[src/rtl/core/nddi_ram.sv]
module nddi_ram #(
    parameter int WIDTH = 64,
    parameter int DEPTH = 8
) (
    input  logic                     i_clk,
    input  logic                     i_we,
    input  logic [$clog2(DEPTH)-1:0] i_waddr,
    input  logic [WIDTH-1:0]         i_wdata,
    input  logic                     i_re,
    input  logic [$clog2(DEPTH)-1:0] i_raddr,
    output logic [WIDTH-1:0]         o_rdata
);

    logic [WIDTH-1:0] r_mem [DEPTH];
    logic [WIDTH-1:0] r_rdata;

    always_ff @(posedge i_clk) begin
        if (i_we) begin
            r_mem[i_waddr] <= i_wdata;
        end
        if (i_re) begin
            r_rdata <= r_mem[i_raddr];
        end
    end

    assign o_rdata = r_rdata;

endmodule

[config.mk]
export PLATFORM = sky130hd
export DESIGN_NAME = nddi_ram
export DESIGN_NICKNAME = d
export VERILOG_FILES = /design/src/rtl/core/nddi_ram.sv
export SDC_FILE = /design/constraint.sdc
export NUM_CORES = 1
export LEC_CHECK = 0
export BUFFER_PORTS_ARGS = -buffer_cell sky130_fd_sc_hd__buf_2
export CAP_MARGIN = 20
export CORE_MARGIN = 5
export CORE_UTILIZATION = 60
export CTS_CLUSTER_DIAMETER = 200
export DETAILED_ROUTE_END_ITERATION = 10
export PLACE_DENSITY = 0.76
export SLEW_MARGIN = 20
export SYNTH_ARGS = -nofsm -noshare
export SYNTH_HDL_FRONTEND = slang
export SYNTH_SLANG_ARGS = --single-unit
[constraint.sdc]
create_clock -name i_clk -period 6.4 [get_ports i_clk]
set_input_delay 0.32 -clock i_clk [delete_from_list [all_inputs] [get_ports i_clk]]
set_output_delay 0.32 -clock i_clk [all_outputs]
set_load 0.1 [all_outputs]
==> results.toml <==
[route]
wl_um = 40100
vias = 9248
dr.pass1.iters = 4
final_antenna_net_count = 0
via_per_inst = 5.96
drt_iter0_drc = 788
wl_per_cell_um = 25.9
drc_errors = 0

[synth]
ys_types = 12
syn-cell-area_sq_um = 21200
synth_mux_area_frac = 0.170
synth_common_cells = "edfxtp_1, mux4_2, mux2_2, buf_6"
yosysWarnings = 0
synth_nets = 889
ys.flop_type = "edfxtp_1"
synth_xor_area_frac = 0
yosys-top-cells-area = "edfxtp_1, mux4_2, mux2_2, buf_6, buf_1"
synth-compound-area-share = 0
synthCells = 816
yosysTopAreaCell = "edfxtp_1"
synthSimpleGateAreaFrac = 0.00278
synth-seq-cells = 576
synth_adder_area_share = 0
synth_top_area_frac = 0.816
synth_top_family_by_area = "multiplexers"
yosysMostFrequentCell = "edfxtp_1"
ys_async_sr_fraction = 0
syn_avg_cell_area_sq_um = 26.0
synth-edff-count = 576
ys_seq_area_frac = 0.816

[worst_setup_path]
worstPathArrival_ns = 2.55
start_kind = "input pin"
critPathKind = "in2reg"
crit_required_ns = 6.73
crit_fanout = 64
end_kind = "flop"

[layout]
fillers = 2021
area_growth_syn_to_layout_pct = 16.9
fin_nets = 1124
drive_above_1_share = 0.390
final_util = 0.714

[floorplanning]
die_area_sq_um = 39200
fp.dieH_um = 198
start_util = 0.610
die_x_um = 198
pin_count = 137
core_sq_um = 34700
rows = 68

[grt]
grt_start_max_net_pins = 74
grt_pass1_wl_um = 61100
grt.total_usage = 0.210
grt_overflow = 0
grt_pass1_vias = 10000
grt_antenna_before_repair = 3

[min_path]
min_path_type = "in2reg"

[clocking]
htreeDepth = 2
cts_num_sinks = 576
path_clk_slew_ns = 0.06
cts-root-buf = "clkbuf_16"
insertion_delay_ns = 0.58
cts_tree = "yes"
clockBufferDepth = 3
cts_buffers = 56
post_cts_resized = 0

[sta]
maxSlewViolCount = 0
setup_viol = 0
max_freq_ghz = 0.450
hold_viol = 0
rsz0062_at_grt = "no"
period_minus_slack_ns = 2.22
finClkSkew_ns = 0.00854
tightest_slew_ns = 1.04
tns_ns = 0
max-slew-margin-rel = 0.307
finalCritPeriodShare = 0.347

[run_status]
status = "complete, no violations"

[power_and_ir_drop]
ir_worst_vdd_v = 0.000262
power_leakage_nw = 8.10
p_per_area_nw_per_um2 = 328

[place]
port_buffers = 136
dp_hpwl_um = 20600
gp_congestion = 0.715

[flow_run]
drv_cap = 0
worst max-delay path, stage by stage:
cell      delay, ns
clkbuf_8       0.59
buf_4          0.71
mux4_2         0.59
mux2_2         0.28
timing repair:
action | 4_1_cts | 5_1_grt
endpoints found under the hold margin | 446 | 0
hold buffers | 59 | 0
setup buffers | 0 | 0
metal layers:
metal | vias to the layer above | global-route usage | wire, um
met5 | - | 0 | 13
li1 | 3981 | - | -
met3 | 70 | 0.0422 | 2790
met4 | 2 | 0.0564 | 864
met2 | 337 | 0.349 | 20000
met1 | 4858 | 0.294 | 16500
through the flow:
step | setup slack [ns] | cells | instance area, sq um | power, mW | hold slack, ns
global placement | 3.53 | 1388 | 22400 | 5.04 | 0.585
global route | 3.95 | 1551 | 24800 | 8.38 | 0.0178
CTS | 4.12 | 1548 | 24700 | 8.19 | 0.00330
detailed placement | 3.48 | 1388 | 22400 | 5.05 | 0.590
finish | 4.18 | 1551 | 24800 | 8.13 | 0.0286
floorplan | 0.984 | 816 | 21200 | 4.89 | 0.419
placed cells by master (no fill, tap or decap), types with 3 or more instances in the layout:
cell type | synthesis | final
nand2b_1 | 3 | 3
clkbuf_1 | 9 | 14
dlygate4sd3_1 | 0 | 59
buf_2 | 3 | 132
buf_4 | 3 | 18
clkinv_1 | 0 | 13
clkbuf_16 | 0 | 57
mux4_2 | 128 | 128
clkinv_2 | 0 | 10
bufinv_16 | 0 | 5
edfxtp_1 | 576 | 576
mux2_2 | 64 | 64
nor2_4 | 0 | 6
where the power goes:
group	total, mW	internal (mW)	switching (mW)
combinational	0.650	0.205	0.445
sequential	4.35	4.31	0.0396
clock	3.12	1.82	1.30
registers in the layout (all words and copies together), names as in the netlist:
| name | flops |
|---|---|
| r_mem | 512 |
| o_rdata | 64 |
logic make-up after synthesis:
group,after synthesis
simple gates,13
flops,576
mux,192
buf+inv,35
worst paths after layout:
kind                startpoint      endpoint  slack (ns)  cells after the start
setup / recovery    i_raddr[0]   o_rdata[23]        4.18                      4
hold / removal     i_wdata[41]  r_mem[3][41]        0.03                      1
setup reg to reg  r_mem[0][39]   o_rdata[39]        4.97                      2
hold reg to reg   r_mem[0][16]   o_rdata[16]        0.75                      2
final cells by class:
| class | instances | area, sq um | area share |
|---|---|---|---|
| multi-input combinational | 205 | 3720 | 0.150 |
| clock inverter | 30 | 264 | 0.0107 |
| sequential | 576 | 17300 | 0.698 |
| clock buffer | 71 | 1480 | 0.0597 |
| timing repair buffer | 212 | 1440 | 0.0581 |
| antenna | 2 | 5.00 | 0.000202 |
| tap | 455 | 569 | 0.0230 |
Note: power is estimated with default switching activity, not from simulation.
