File: src/rtl/core/nddi_pkg.sv
package nddi_pkg;

    localparam int MAX_NODES = 8;
    localparam int FRAC_BITS = 40;
    localparam int DATA_W    = 64;
    localparam int NODE_AW   = $clog2(MAX_NODES);
    localparam int CNT_W     = $clog2(MAX_NODES + 1);
    localparam int KIND_W    = 2;
    localparam int IDX_W     = 3;
    localparam int STATUS_W  = 2;

    localparam logic [1:0] OP_ADD = 2'd0;
    localparam logic [1:0] OP_SUB = 2'd1;
    localparam logic [1:0] OP_MUL = 2'd2;
    localparam logic [1:0] OP_DIV = 2'd3;

    localparam logic [KIND_W-1:0] KIND_COEF  = 2'd0;
    localparam logic [KIND_W-1:0] KIND_VALUE = 2'd1;
    localparam logic [KIND_W-1:0] KIND_SUPP  = 2'd2;

    localparam logic [STATUS_W-1:0] ST_OK  = 2'd0;
    localparam logic [STATUS_W-1:0] ST_DZ  = 2'd1;
    localparam logic [STATUS_W-1:0] ST_SAT = 2'd2;

    localparam logic [DATA_W-1:0] POS_MAX = {1'b0, {(DATA_W-1){1'b1}}};
    localparam logic [DATA_W-1:0] NEG_MIN = {1'b1, {(DATA_W-1){1'b0}}};

    typedef struct packed {
        logic signed [DATA_W-1:0] node_abscissa;
        logic signed [DATA_W-1:0] node_value;
        logic                     last_node;
    } t_in_item;

    typedef struct packed {
        logic [KIND_W-1:0]        result_kind;
        logic [IDX_W-1:0]         coef_index;
        logic signed [DATA_W-1:0] result_data;
        logic [STATUS_W-1:0]      status;
        logic                     last_result;
    } t_out_item;

    typedef struct packed {
        logic       start;
        logic [1:0] op;
    } t_alu_req;

    typedef struct packed {
        logic done;
        logic sat;
        logic dz;
    } t_alu_rsp;

endpackage

File: src/rtl/core/nddi_alu.sv
module nddi_alu (
    input  logic                     i_clk,
    input  logic                     i_rst_n,
    input  nddi_pkg::t_alu_req       i_req,
    input  logic [nddi_pkg::DATA_W-1:0] i_a,
    input  logic [nddi_pkg::DATA_W-1:0] i_b,
    output nddi_pkg::t_alu_rsp       o_rsp,
    output logic [nddi_pkg::DATA_W-1:0] o_result
);
    import nddi_pkg::*;

    localparam int HALF      = DATA_W / 2;
    localparam int DIV_STEPS = 2 * DATA_W;
    localparam int MUL_STEPS = 5;
    localparam int STEP_W    = $clog2(DIV_STEPS + 1);

    // Returns {saturated, value} for a sign and an unsigned magnitude.
    function automatic logic [DATA_W:0] pack(input logic neg, input logic [DATA_W-1:0] mag);
        logic [DATA_W-1:0] m;
        logic              s;
        begin
            m = mag;
            s = 1'b0;
            if (neg && mag > NEG_MIN) begin
                m = NEG_MIN;
                s = 1'b1;
            end else if (!neg && mag > POS_MAX) begin
                m = POS_MAX;
                s = 1'b1;
            end
            pack = {s, neg ? (DATA_W'(0) - m) : m};
        end
    endfunction

    logic                r_busy;
    logic [1:0]          r_op;
    logic [STEP_W-1:0]   r_cnt;
    logic                r_neg;
    logic [DATA_W-1:0]   r_ma;
    logic [DATA_W-1:0]   r_mb;
    logic [DATA_W-1:0]   r_prod;
    logic [2*DATA_W-1:0] r_acc;
    logic [2*DATA_W-1:0] r_dvd;
    logic [DATA_W-1:0]   r_rem;
    logic [DATA_W-1:0]   r_q;
    logic                r_qovf;
    logic                r_done;
    logic                r_sat;
    logic                r_dz;
    logic [DATA_W-1:0]   r_result;

    logic [DATA_W:0]     add_sum;
    logic [DATA_W:0]     sub_dif;
    logic [DATA_W-1:0]   mag_a;
    logic [DATA_W-1:0]   mag_b;
    logic [HALF-1:0]     mul_x;
    logic [HALF-1:0]     mul_y;
    logic [2*DATA_W-1:0] prod_sh;
    logic [DATA_W:0]     rem_sh;
    logic                q_bit;
    logic [DATA_W:0]     mul_pk;
    logic [DATA_W:0]     div_pk;
    logic [STEP_W-1:0]   acc_k;

    always_comb begin
        add_sum = {i_a[DATA_W-1], i_a} + {i_b[DATA_W-1], i_b};
        sub_dif = {i_a[DATA_W-1], i_a} - {i_b[DATA_W-1], i_b};
        mag_a   = i_a[DATA_W-1] ? (DATA_W'(0) - i_a) : i_a;
        mag_b   = i_b[DATA_W-1] ? (DATA_W'(0) - i_b) : i_b;
        mul_x   = r_cnt[1] ? r_ma[DATA_W-1:HALF] : r_ma[HALF-1:0];
        mul_y   = r_cnt[0] ? r_mb[DATA_W-1:HALF] : r_mb[HALF-1:0];
        acc_k   = r_cnt - STEP_W'(1);
        case (acc_k[1:0])
            2'd0:    prod_sh = {{DATA_W{1'b0}}, r_prod};
            2'd3:    prod_sh = {r_prod, {DATA_W{1'b0}}};
            default: prod_sh = {{HALF{1'b0}}, r_prod, {HALF{1'b0}}};
        endcase
        rem_sh  = {r_rem, r_dvd[2*DATA_W-1]};
        q_bit   = rem_sh >= {1'b0, r_mb};
        mul_pk  = pack(r_neg, r_acc[DATA_W+FRAC_BITS-1:FRAC_BITS]);
        div_pk  = pack(r_neg, r_q);
    end

    always_ff @(posedge i_clk) begin
        if (!i_rst_n) begin
            r_busy <= 1'b0;
            r_done <= 1'b0;
        end else begin
            if (i_req.start) begin
                r_op  <= i_req.op;
                r_cnt <= '0;
                r_neg <= i_a[DATA_W-1] ^ i_b[DATA_W-1];
                r_ma  <= mag_a;
                r_mb  <= mag_b;
                case (i_req.op)
                    OP_ADD: begin
                        r_done   <= 1'b1;
                        r_dz     <= 1'b0;
                        r_sat    <= add_sum[DATA_W] != add_sum[DATA_W-1];
                        r_result <= (add_sum[DATA_W] != add_sum[DATA_W-1])
                                    ? (add_sum[DATA_W] ? NEG_MIN : POS_MAX)
                                    : add_sum[DATA_W-1:0];
                    end
                    OP_SUB: begin
                        r_done   <= 1'b1;
                        r_dz     <= 1'b0;
                        r_sat    <= sub_dif[DATA_W] != sub_dif[DATA_W-1];
                        r_result <= (sub_dif[DATA_W] != sub_dif[DATA_W-1])
                                    ? (sub_dif[DATA_W] ? NEG_MIN : POS_MAX)
                                    : sub_dif[DATA_W-1:0];
                    end
                    OP_MUL: begin
                        r_done <= 1'b0;
                        r_sat  <= 1'b0;
                        r_dz   <= 1'b0;
                        r_busy <= 1'b1;
                        r_acc  <= '0;
                    end
                    default: begin
                        if (i_b == '0) begin
                            // Equal nodes: flag and return zero or the signed limit.
                            r_done   <= 1'b1;
                            r_sat    <= 1'b0;
                            r_dz     <= 1'b1;
                            r_result <= (i_a == '0) ? '0
                                        : (i_a[DATA_W-1] ? NEG_MIN : POS_MAX);
                        end else begin
                            r_done <= 1'b0;
                            r_sat  <= 1'b0;
                            r_dz   <= 1'b0;
                            r_busy <= 1'b1;
                            r_dvd  <= {{(DATA_W-FRAC_BITS){1'b0}}, mag_a, {FRAC_BITS{1'b0}}};
                            r_rem  <= '0;
                            r_q    <= '0;
                            r_qovf <= 1'b0;
                        end
                    end
                endcase
            end else if (r_busy) begin
                r_cnt <= r_cnt + STEP_W'(1);
                if (r_op == OP_MUL) begin
                    r_prod <= mul_x * mul_y;
                    if (r_cnt != '0 && r_cnt < STEP_W'(MUL_STEPS)) begin
                        r_acc <= r_acc + prod_sh;
                    end
                    if (r_cnt == STEP_W'(MUL_STEPS)) begin
                        r_busy <= 1'b0;
                        r_done <= 1'b1;
                        if (|r_acc[2*DATA_W-1:DATA_W+FRAC_BITS]) begin
                            r_sat    <= 1'b1;
                            r_result <= r_neg ? NEG_MIN : POS_MAX;
                        end else begin
                            r_sat    <= mul_pk[DATA_W];
                            r_result <= mul_pk[DATA_W-1:0];
                        end
                    end else begin
                        r_done <= 1'b0;
                    end
                end else begin
                    if (r_cnt == STEP_W'(DIV_STEPS)) begin
                        r_busy <= 1'b0;
                        r_done <= 1'b1;
                        if (r_qovf) begin
                            r_sat    <= 1'b1;
                            r_result <= r_neg ? NEG_MIN : POS_MAX;
                        end else begin
                            r_sat    <= div_pk[DATA_W];
                            r_result <= div_pk[DATA_W-1:0];
                        end
                    end else begin
                        // One quotient bit per cycle, restoring division.
                        r_done <= 1'b0;
                        r_rem  <= q_bit ? DATA_W'(rem_sh - {1'b0, r_mb}) : rem_sh[DATA_W-1:0];
                        r_q    <= {r_q[DATA_W-2:0], q_bit};
                        r_qovf <= r_qovf | r_q[DATA_W-1];
                        r_dvd  <= {r_dvd[2*DATA_W-2:0], 1'b0};
                    end
                end
            end else begin
                r_done <= 1'b0;
            end
        end
    end

    assign o_rsp.done = r_done;
    assign o_rsp.sat  = r_sat;
    assign o_rsp.dz   = r_dz;
    assign o_result   = r_result;

endmodule

File: config.mk
export PLATFORM = sky130hd
export DESIGN_NAME = nddi_alu
export DESIGN_NICKNAME = d
export VERILOG_FILES = /design/src/rtl/core/nddi_pkg.sv /design/src/rtl/core/nddi_alu.sv
export SDC_FILE = /design/constraint.sdc
export NUM_CORES = 2
export LEC_CHECK = 0
export BUFFER_PORTS_ARGS = -buffer_cell sky130_fd_sc_hd__buf_2
export CAP_MARGIN = 20
export CORE_MARGIN = 5
export CORE_UTILIZATION = 40
export DETAILED_ROUTE_END_ITERATION = 8
export HOLD_SLACK_MARGIN = 0.03
export PLACE_DENSITY = 0.63
export SLEW_MARGIN = 20
export SYNTH_ARGS = -nofsm -noshare
export SYNTH_HDL_FRONTEND = slang
export SYNTH_SLANG_ARGS = --single-unit
File: constraint.sdc
create_clock -name i_clk -period 23.6 [get_ports i_clk]
set_input_delay 4.72 -clock i_clk [delete_from_list [all_inputs] [get_ports i_clk]]
set_output_delay 4.72 -clock i_clk [all_outputs]
set_load 0.005 [all_outputs]
==> impl_metrics.py <==
metrics = {
    "die": {
        "initial_core_util": 0.402,
        "fp.dieH_um": 475,
        "die_area_mm2": 0.225,
        "core_mm2": 0.215,
        "ios": 200,
        "rows": 170,
        "die_x_um": 475,
    },
    "yosys": {
        "seq_area_frac_synth": 0.214,
        "muxShareOfSynthArea": 0.0117,
        "synth_fa_ha_area_frac": 0.294,
        "synth_compound_area_frac": 0.167,
        "syn_area_per_cell_um2": 8.39,
        "async_reset_ff_frac": 0,
        "synth_area_mm2": 0.0864,
        "synth-simple-area-share": 0.188,
        "synthCells": 10300,
        "post_synth_xor_area_fraction": 0.0499,
        "synth-edff-count": 614,
        "syn_nets": 11900,
        "synth_cell_types": 102,
        "synth_top_family_by_area": "adder cells",
        "yosys_warnings": 0,
        "synth.largest_area_cell": "edfxtp_1",
        "synthFlopType": "edfxtp_1",
        "synth.top_cell.area_share": 0.213,
        "synth_seq_cells": 616,
        "synthTopCellsByArea": "edfxtp_1, fa_1, ha_1, nor2_1, inv_1",
    },
    "clocking": {
        "cts_root_buffer": "clkbuf_16",
        "cts_max_level": 3,
        "ctsResizeCount": 0,
        "postCtsHoldBufs": 0,
        "path_clk_slew_ns": 0.09,
        "cts_max_path_buffers": 3,
        "clock_sinks": 616,
        "cts_buffers": 75,
        "clkLatencyLatePin_ns": 0.73,
        "cts_setup_buffers": 0,
        "cts_tree": "done",
    },
    "timing": {
        "slew_headroom": 0.176,
        "setup_tns_ns": 0,
        "rsz0062_at_grt": "no",
        "max_freq_ghz": 0.0914,
        "setup_viol": 0,
        "min_period_ns": 10.94,
        "final-hold-violation-count": 0,
        "tightestPinTransition_ns": 1.21,
        "final_max_slew_viol_count": 0,
        "post-route-period-util": 0.464,
        "skew_ns": 0.0469,
    },
    "worst_setup_path": {
        "cp.required_ns": 24.09,
        "crit_fanout": 67,
        "cp.arrival_ns": 11.43,
        "cp-end-kind": "flop",
        "critPathLaunchType": "flop",
        "crit_type": "reg -> reg",
    },
    "detailed_routing": {
        "m1WireLength_um": 145000,
        "avgRoutedWirePerCell_um": 28.6,
        "drt.antenna.violating_nets": 0,
        "drc_errors": 0,
        "top_layer": "met5",
        "avgViaCountPerCell": 6.15,
        "wl_met2_um": 161000,
        "dr_total_vias": 80500,
        "finalWirelength_um": 374000,
        "dr_wl_met3_um": 39400,
        "first_iter_violations": 9887,
        "firstDrtPassIters": 7,
    },
    "layout": {
        "area_delta_synth_final_pct": 7.56,
        "multi_input_area_mm2": 0.0619,
        "layout_commonest_cell": "nor2_1",
        "seqCellArea_mm2": 0.0185,
        "nets": 11800,
        "fillers": 21400,
        "final_cell_mix": "nor2_1, inv_1, nand2_1",
        "layout-drive-gt1-share": 0.0664,
    },
    "place": {
        "hpwl_um": 291000,
        "gp_congestion": 1.04,
        "io_buffers": 199,
    },
    "global_route": {
        "first_global_vias": 79200,
        "grt_util_all_layers": 0.324,
        "grt_pass1_wl_um": 540000,
        "grt_max_degree": 129,
        "antenna_found_initial": 36,
        "gr-total-overflow": 0,
    },
    "run": {
        "drv_cap": 0,
    },
    "hold_path": {
        "min_path_type": "reg -> reg",
    },
    "status": {
        "outcome": "finished clean",
    },
}
-- state kept, by name, summed over array words and instances, names as in the netlist, 64 cells and up --
name	flops
r_q	64
o_result	64
r_prod	64
r_acc	128
r_dvd	88
r_mb	64
r_rem	64
r_ma	64
-- final timing paths --
path	end	slack, ns	cells past startpoint	startpoint
worst min register to register	r_dvd[120]	0.52	1	r_dvd[119]
worst min-delay path	r_dvd[120]	0.52	1	r_dvd[119]
worst max-delay path	r_prod[62]	12.66	27	r_cnt[0]
worst max register to register	r_prod[62]	12.66	27	r_cnt[0]
-- logic make-up after synthesis --
| group | count (synthesis) |
|---|---|
| and+or+nand+nor | 3559 |
| AOI/OAI and AO/OA | 2327 |
| buffers and inverters | 1713 |
| adders and majority gates | 1490 |
| DFF | 616 |
| xor gates and xnor gates | 492 |
| muxes | 95 |
-- stage by stage --
| stage | worst slack, ns | utilization | hold slack [ns] | instances | instance area (µm²) |
|---|---|---|---|---|---|
| 4_1_cts | 12.87 | 0.432 | 0.523 | 13100 | 92900 |
| 6_report | 12.66 | 0.432 | 0.521 | 13100 | 92900 |
| 3_3_place_gp | 13.09 | 0.421 | 0.512 | 12900 | 90500 |
| 3_5_place_dp | 12.87 | 0.421 | 0.518 | 12900 | 90500 |
| 2_1_floorplan | 6.29 | - | 0.509 | 10300 | 86400 |
| 5_1_grt | 12.13 | 0.432 | 0.548 | 13100 | 92900 |
-- cell type report --
cell class              instances  area share
well taps                    2838      0.0382
inverters                    1159      0.0468
clock inverters                43     0.00493
flip-flops and latches        616       0.199
clock buffers                  91      0.0208
repair buffers                356      0.0237
diodes                         19    0.000512
multi-input cells            7963       0.666
-- synth_stat cells, types with 94 or more instances --
cell type  number
and2_1         95
nor2_1       1345
a21oi_1       678
fa_1          900
nand3_1       122
xor2_1        131
nand2b_1      123
a21o_1        173
nand4_1       128
a31oi_1        94
nor2b_1       141
inv_1        1152
nand2_1      1038
ha_1          590
xnor2_1       361
o21ai_0       623
clkbuf_1      521
edfxtp_1      614
nor3_1        164
nor4_1         98
-- per-layer routing --
layer / vias to the layer above / GRT usage
li1: 34800 / -
met1: 39900 / 0.420
met2: 4783 / 0.492
met3: 1075 / 0.0748
met4: 18 / 0.197
met5: - / 0
-- critical path, cell delays in order, from the launching register on --
cell and delay, ns:
edfxtp_1 0.33, buf_4 0.62, inv_1 0.55, buf_4 0.41, a21boi_4 0.87, nor2_1 0.19, fa_1 0.56, fa_1 0.50
inv_1 0.06, fa_1 0.47, fa_1 0.54, fa_1 0.56, inv_1 0.05, fa_1 0.46, fa_1 0.52, fa_1 0.43
ha_1 0.37, a21oi_1 0.24, inv_1 0.06, a221oi_1 0.28, o21ai_0 0.22, o21ai_0 0.46, a211oi_1 0.25, nor3b_1 0.55
nor4b_1 0.18, o41ai_1 0.50, o21ai_0 0.17, xor2_1 0.16
Power is not shown: default switching activity piles up to over one toggle a cycle in this logic, so the estimate is an artifact.
